File: src/dhot_pkg.sv
// Shared types, codes and constants for the double-hash open-address table.
`timescale 1ns / 1ps

package dhot_pkg;

    // Fixed field widths
    localparam int KEY_W   = 32;
    localparam int VAL_W   = 32;
    localparam int CFG_W   = 11;
    localparam int HINT_W  = 31;
    localparam int REM_W   = CFG_W + 1;
    localparam int PROD_W  = 62;
    localparam int DIV_CW  = 6;

    // Hash multipliers
    localparam logic [31:0] HASH_MUL1 = 32'd2654435761;
    localparam logic [23:0] HASH_MUL2 = 24'd13845163;
    localparam logic [HINT_W-1:0] HINT_MAX = 31'd2147483647;
    localparam logic [CFG_W-1:0] CNT_MAX = 11'd2047;

    // Request operations; the spare code behaves as a get
    localparam logic [1:0] FN_GET    = 2'd0;
    localparam logic [1:0] FN_PUT    = 2'd1;
    localparam logic [1:0] FN_REMOVE = 2'd2;
    localparam logic [1:0] FN_SPARE  = 2'd3;

    // Result status codes
    localparam logic [1:0] RES_OK   = 2'd0;
    localparam logic [1:0] RES_MISS = 2'd1;
    localparam logic [1:0] RES_FULL = 2'd2;

    // Configuration register indexes
    localparam logic [1:0] REG_CAPACITY = 2'd0;
    localparam logic [1:0] REG_BUSY     = 2'd1;
    localparam logic [1:0] REG_DENSE    = 2'd2;
    localparam logic [1:0] REG_SPARSE   = 2'd3;

    // Slot states
    localparam logic [1:0] SLOT_FREE = 2'd0;
    localparam logic [1:0] SLOT_USED = 2'd1;
    localparam logic [1:0] SLOT_DEAD = 2'd2;

    // Hint selection
    localparam logic [1:0] HSEL_NONE = 2'd0;
    localparam logic [1:0] HSEL_CAP  = 2'd1;
    localparam logic [1:0] HSEL_ROM  = 2'd2;

    // Prime size ROM
    localparam int ROM_N = 37;
    localparam logic [HINT_W-1:0] SIZE_ROM [ROM_N] = '{
        31'd7, 31'd13, 31'd29, 31'd59, 31'd113, 31'd223, 31'd431, 31'd821,
        31'd1567, 31'd2999, 31'd5701, 31'd10837, 31'd20593, 31'd39133,
        31'd74353, 31'd141277, 31'd268439, 31'd510047, 31'd969097,
        31'd1841291, 31'd3498457, 31'd5247701, 31'd7871573, 31'd11807381,
        31'd17711087, 31'd26566649, 31'd39849977, 31'd59774983,
        31'd89662483, 31'd134493731, 31'd201740597, 31'd302610937,
        31'd453916423, 31'd680874641, 31'd1021311983, 31'd1531968019,
        31'd2147483647
    };

    // One stored slot
    typedef struct packed {
        logic [1:0]       st;
        logic [KEY_W-1:0] key;
        logic [VAL_W-1:0] val;
    } slot_word_t;

    // Controller to datapath commands
    typedef struct packed {
        logic load;
        logic mul;
        logic div_step;
        logic seed;
        logic rd;
        logic step;
        logic fin;
        logic fail;
        logic hnum;
        logic hlook;
        logic out_load;
    } cmd_t;

    // Datapath to controller status
    typedef struct packed {
        logic clr_done;
        logic div_last;
        logic term;
        logic wrap;
    } sts_t;

    // Smallest ROM prime above n, saturating
    function automatic logic [HINT_W-1:0] next_size(input logic [REM_W-1:0] n);
        logic [HINT_W-1:0] r;
        r = HINT_MAX;
        for (int i = ROM_N - 1; i >= 0; i--) begin
            if (SIZE_ROM[i] > HINT_W'(n)) begin
                r = SIZE_ROM[i];
            end
        end
        return r;
    endfunction

endpackage

File: src/dhot_ctrl.sv
// Sequencing state machine for the double-hash table.
`timescale 1ns / 1ps

module dhot_ctrl (
    input  logic              clk,
    input  logic              rst_n,
    input  logic              in_valid,
    output logic              in_ready,
    input  logic              out_ready,
    output logic              out_valid,
    input  dhot_pkg::sts_t    sts,
    output dhot_pkg::cmd_t    cmd
);

    typedef enum logic [3:0] {
        S_CLEAR, S_IDLE, S_MUL, S_DIV, S_SEED, S_RD, S_CHK,
        S_FIN, S_FAIL, S_HNUM, S_HLOOK, S_OUT
    } state_t;

    state_t state_reg, state_next;
    logic   out_valid_reg, out_valid_next;
    logic   out_free;

    assign out_free  = !out_valid_reg || out_ready;
    assign in_ready  = (state_reg == S_IDLE);
    assign out_valid = out_valid_reg;

    // Commands and next state
    always_comb
    begin
        cmd            = '0;
        state_next     = state_reg;
        out_valid_next = out_valid_reg && !out_ready;
        unique case (state_reg)
            S_CLEAR:
            begin
                if (sts.clr_done) state_next = S_IDLE;
            end
            S_IDLE:
            begin
                if (in_valid)
                begin
                    cmd.load   = 1'b1;
                    state_next = S_MUL;
                end
            end
            S_MUL:
            begin
                cmd.mul    = 1'b1;
                state_next = S_DIV;
            end
            S_DIV:
            begin
                cmd.div_step = 1'b1;
                if (sts.div_last) state_next = S_SEED;
            end
            S_SEED:
            begin
                cmd.seed   = 1'b1;
                state_next = S_RD;
            end
            S_RD:
            begin
                cmd.rd     = 1'b1;
                state_next = S_CHK;
            end
            S_CHK:
            begin
                priority if (sts.term) state_next = S_FIN;
                else if (sts.wrap) state_next = S_FAIL;
                else
                begin
                    cmd.step   = 1'b1;
                    state_next = S_RD;
                end
            end
            S_FIN:
            begin
                cmd.fin    = 1'b1;
                state_next = S_HNUM;
            end
            S_FAIL:
            begin
                cmd.fail   = 1'b1;
                state_next = S_OUT;
            end
            S_HNUM:
            begin
                cmd.hnum   = 1'b1;
                state_next = S_HLOOK;
            end
            S_HLOOK:
            begin
                cmd.hlook  = 1'b1;
                state_next = S_OUT;
            end
            S_OUT:
            begin
                if (out_free)
                begin
                    cmd.out_load   = 1'b1;
                    out_valid_next = 1'b1;
                    state_next     = S_IDLE;
                end
            end
            default: state_next = S_IDLE;
        endcase
    end

    // State and output valid
    always_ff @(posedge clk or negedge rst_n)
    begin
        if (!rst_n)
        begin
            state_reg     <= S_CLEAR;
            out_valid_reg <= 1'b0;
        end
        else
        begin
            state_reg     <= state_next;
            out_valid_reg <= out_valid_next;
        end
    end

    // No item taken before the slot store is cleared
    a_no_accept_in_clear: assert property (@(posedge clk) disable iff (!rst_n)
        in_ready |-> sts.clr_done)
        else $error("item accepted during clear pass");

    // A result load always shows up as a valid result
    a_load_valid: assert property (@(posedge clk) disable iff (!rst_n)
        cmd.out_load |=> out_valid_reg)
        else $error("result load lost");

    // Every slot check follows a slot read
    a_chk_after_rd: assert property (@(posedge clk) disable iff (!rst_n)
        (state_reg == S_CHK) |-> ($past(state_reg) == S_RD))
        else $error("slot check without read");

endmodule

File: config.mk
export PLATFORM = sky130hd
export DESIGN_NAME = dhot_ctrl
export DESIGN_NICKNAME = d
export VERILOG_FILES = /design/src/dhot_pkg.sv /design/src/dhot_ctrl.sv
export SDC_FILE = /design/constraint.sdc
export NUM_CORES = 1
export LEC_CHECK = 0
export CORE_AREA = 4 4 41 43
export DETAILED_ROUTE_END_ITERATION = 10
export DIE_AREA = 0 0 45 47
export DONT_BUFFER_PORTS = 1
export PLACE_DENSITY = 0.52
export SLEW_MARGIN = 30
export SYNTH_ARGS = -nofsm -noshare
export SYNTH_HDL_FRONTEND = slang
export SYNTH_SLANG_ARGS = --single-unit
export TNS_END_PERCENT = 30
File: constraint.sdc
create_clock -name clk -period 1.7 [get_ports clk]
set_input_delay 0.17 -clock clk [delete_from_list [all_inputs] [get_ports clk]]
set_output_delay 0.17 -clock clk [all_outputs]
set_load 0.1 [all_outputs]
Yosys cells after proc, flatten, opt, wreduce, memory -nomap -nowiden
Cells that the tools add are included.
{ "word_totals": {"reg_bits": 5, "elab_cells": 48} }
{ "op_classes": {"eq_ne": 15, "n_mux": 24, "n_reduce_logical": 7} }
{ "op_table": {"columns": ["operator", "count"], "rows": [
  ["$pmux W4 S11", 1],
  ["$mux W4", 6],
  ["$mux W1", 17],
  ["$eq A4 B3 Y1 const B", 4],
  ["$eq A4 B4 Y1 const B", 4],
  ["$eq A4 B2 Y1 const B", 2],
  ["$ne A2 B2 Y1 const B", 4],
  ["$eq A4 B1 Y1 const B", 1],
  ["$logic_not A4 Y1", 1],
  ["$reduce_and A4 Y1", 1],
  ["$logic_not A1 Y1", 2],
  ["$reduce_or A2 Y1", 1],
  ["$logic_and A1 B1 Y1", 1],
  ["$logic_or A1 B1 Y1", 1]
]} }

Depth between registers and ports, before layout
{ "depth": {"depth_word": 4, "ltp_mapped": 6, "ltp_nobuf": 4} }

Worst setup path after synthesis
No wires, ideal clock.
{ "synth_path": {"path_kind": "flip-flop to output port", "start": "register state_reg[1]", "end": "output cmd[10] (netlist bit)", "arrival_ns": 3.579, "required_ns": 1.530, "slack_ns": -2.049, "path_stages_with_launch": 4, "cell_sequence": "dfrtp_1 > buf_6 > or2b_4 > nor4_1"} }
{ "synth_rtl": {"columns": ["item", "line_no", "rtl"], "rows": [
  ["from (decl)", "dhot_ctrl.sv:20", "state_t state_reg, state_next;"],
  ["from (signal assigned)", "dhot_ctrl.sv:120", "state_reg <= state_next;"],
  ["to (decl)", "dhot_ctrl.sv:12", "output dhot_pkg::cmd_t cmd"]
]} }

Worst setup path in the final report
{ "layout_path": {"start": "register state_reg[1]", "end": "output in_ready"} }
{ "layout_via": {"elab_chain_len": 1} }
{ "layout_lines": {"columns": ["item", "line_no", "rtl"], "rows": [
  ["$eq A4 B1 Y1", "dhot_ctrl.sv:25", "assign in_ready = (state_reg == S_IDLE);"],
  ["to (decl)", "dhot_ctrl.sv:8", "output logic in_ready,"]
]} }
Every way passes these cells.

==> impl_metrics.tcl <==
set metrics [dict create \
    cts_tree "done" \
    synth-simple-area-share_pct 37.6 \
    worst_pin_slew_ps 294 \
    maxCapViolations 0 \
    grt_usage_pct 14.4 \
    start_util_pct 36.1 \
    synthMostInstantiatedCell "nor2_1" \
    postCtsSetupBuffers 0 \
    die_h_um 47 \
    ys_seq_area_share_pct 26.7 \
    finalClockSkew_ps 1.21 \
    period_share_pct 94.3 \
    largest_reg_flops 4 \
    synth.net_count 66 \
    fmax_ghz 0.624 \
    crit_fanout 9 \
    slew_headroom_pct 80.2 \
    first_iter_violations 12 \
    worstSetupPathType "flop to primary output" \
    grt_pass1_wl_um 2130 \
    synth_commonest_cells "nor2_1, dfrtp_1, inv_1, nand2_1, nor3_1" \
    setup_viol 0 \
    synth_compound_gate_area_share_pct 22.4 \
    synth-adder-area-share_pct 0 \
    antenna_found_initial 0 \
    cts.clk_slew.worst_paths_ps 40 \
    drtPass1Iterations 4 \
    min_period_ps 1600 \
    clk_latency_ps 240 \
    drc 0 \
    synth.area.top_cells "dfrtp_1, nor2_1, a221oi_4, buf_6, nor3_1" \
    cts_sinks 5 \
    synthFlopType "dfrtp_1" \
    fin_ws_ps 96.9 \
    slew_violations 0 \
    grt_max_degree 10 \
    ant_nets 0 \
    cts_root_buf "clkbuf_4" \
    num_rows 13 \
    netlist_area_um2 469 \
    yosysUniqueCellTypes 25 \
    dp_slack_ps 201 \
    cp.required_ps 1530 \
    rsz0062_at_grt "yes" \
    core_um2 1300 \
    status "complete, no violations" \
    ys_warn_count 0 \
    vias 488 \
    cts-buffers-inserted 3 \
    synth_edf_count 0 \
    synth_mux_area_share_pct 2.13 \
    synth.avg_cell_area_um2 8.09 \
    syn_inst 58 \
    routedWlPerCell_um 13.6 \
    fp.dieW_um 45 \
    drive_above_1_share_pct 50.6 \
    grt_overflow 0 \
    totalWireLength_um 1250 \
    arrival_ps 1430 \
    nets 86 \
    place.gp.congestion 0.844 \
    synth_top_area_share_pct 26.7 \
    async_flop_share_pct 100 \
    synth-xor-area-share_pct 0 \
    yosys.area.top_type "dfrtp_1" \
    clockBufferDepth 2 \
    crit_path_end_kind "primary output" \
    io_buffers 0 \
    synth_top_family_by_area "simple AND/OR/NAND/NOR gates" \
    worstSetupStartpointType "flop" \
    io_pins 21 \
    htree_levels 1 \
    num_antenna_cells 0 \
    hp-class "primary input to flop" \
    dieArea_um2 2120 \
    area_delta_synth_final_pct 81.3 \
    synth_seq_cells 5 \
    viasPerCell 5.30 \
    hold_violations 0 \
    hpwl_um 1080 \
    grt_pass1_vias 477 \
]
kinds of logic after synthesis:
group,after synthesis
DFF,5
buffers and inverters,9
and+or+nand+nor,32
muxes,1
AOI/OAI and AO/OA,11
cells in the final DEF, fill, tap and decap left out, drive strengths merged:
cell type	n
o2111a	1
a21oi	3
nor4	3
nand2	4
nor2b	2
buf	18
o22ai	2
clkbuf	4
o21ai	1
a221oi	1
nand4b	1
mux2i	1
o221ai	1
dfrtp	5
or2	1
nor3	5
nand2b	3
dlygate4sd3	1
a31oi	2
inv	5
nor2	11
or2b	2
area by class of cell:
type,count,area [um2]
Tap cell,15,18.8
Timing Repair Buffer,19,295
Multi-Input combinational cell,44,364
Inverter,5,18.8
Fill cell,115,450
Sequential cell,5,128
Clock buffer,4,26.3
through the flow:
step,setup TNS [ps],std cells,utilization [%],hold WS [ps],instance area [um2]
floorplan,-3630,58,-,-126,529
global placement,0,87,61.4,-125,800
detailed placement,0,87,61.4,-125,800
CTS,0,92,64.5,125,840
global route,-4.63,92,65.4,145,851
finish,0,92,65.4,132,851
critical path, cell delays in order, from the launching register on:
cell	delay, ps
dfrtp_2	440
or2b_4	310
nor3_4	230
buf_12	210
final timing paths:
path / startpoint / end / slack, ps / cells after the start
worst max-delay path: state_reg[1] / in_ready / 100 / 3
worst min-delay path: out_ready / out_valid / 130 / 2
worst max register to register: state_reg[1] / state_reg[0] / 250 / 4
worst min register to register: out_valid / out_valid / 520 / 2
max in group asynchronous: rst_n / state_reg[1] / 1290 / 1
min in group asynchronous: rst_n / state_reg[3] / 210 / 1
per-layer routing:
layer	GRT usage [%]	wire, um
met1	15.2	489
met2	23.7	665
met3	4.60	82
met4	11.7	14
met5	0	0
repair_timing:
action / 4_1_cts / 5_1_grt
gates resized for setup: 1 / 4
endpoints found under the hold margin: 5 / 0
hold buffers: 1 / 0
setup endpoints to repair: 1 / 8
Power is not shown: default switching activity piles up to over one toggle a cycle in this logic, so the estimate is an artifact.
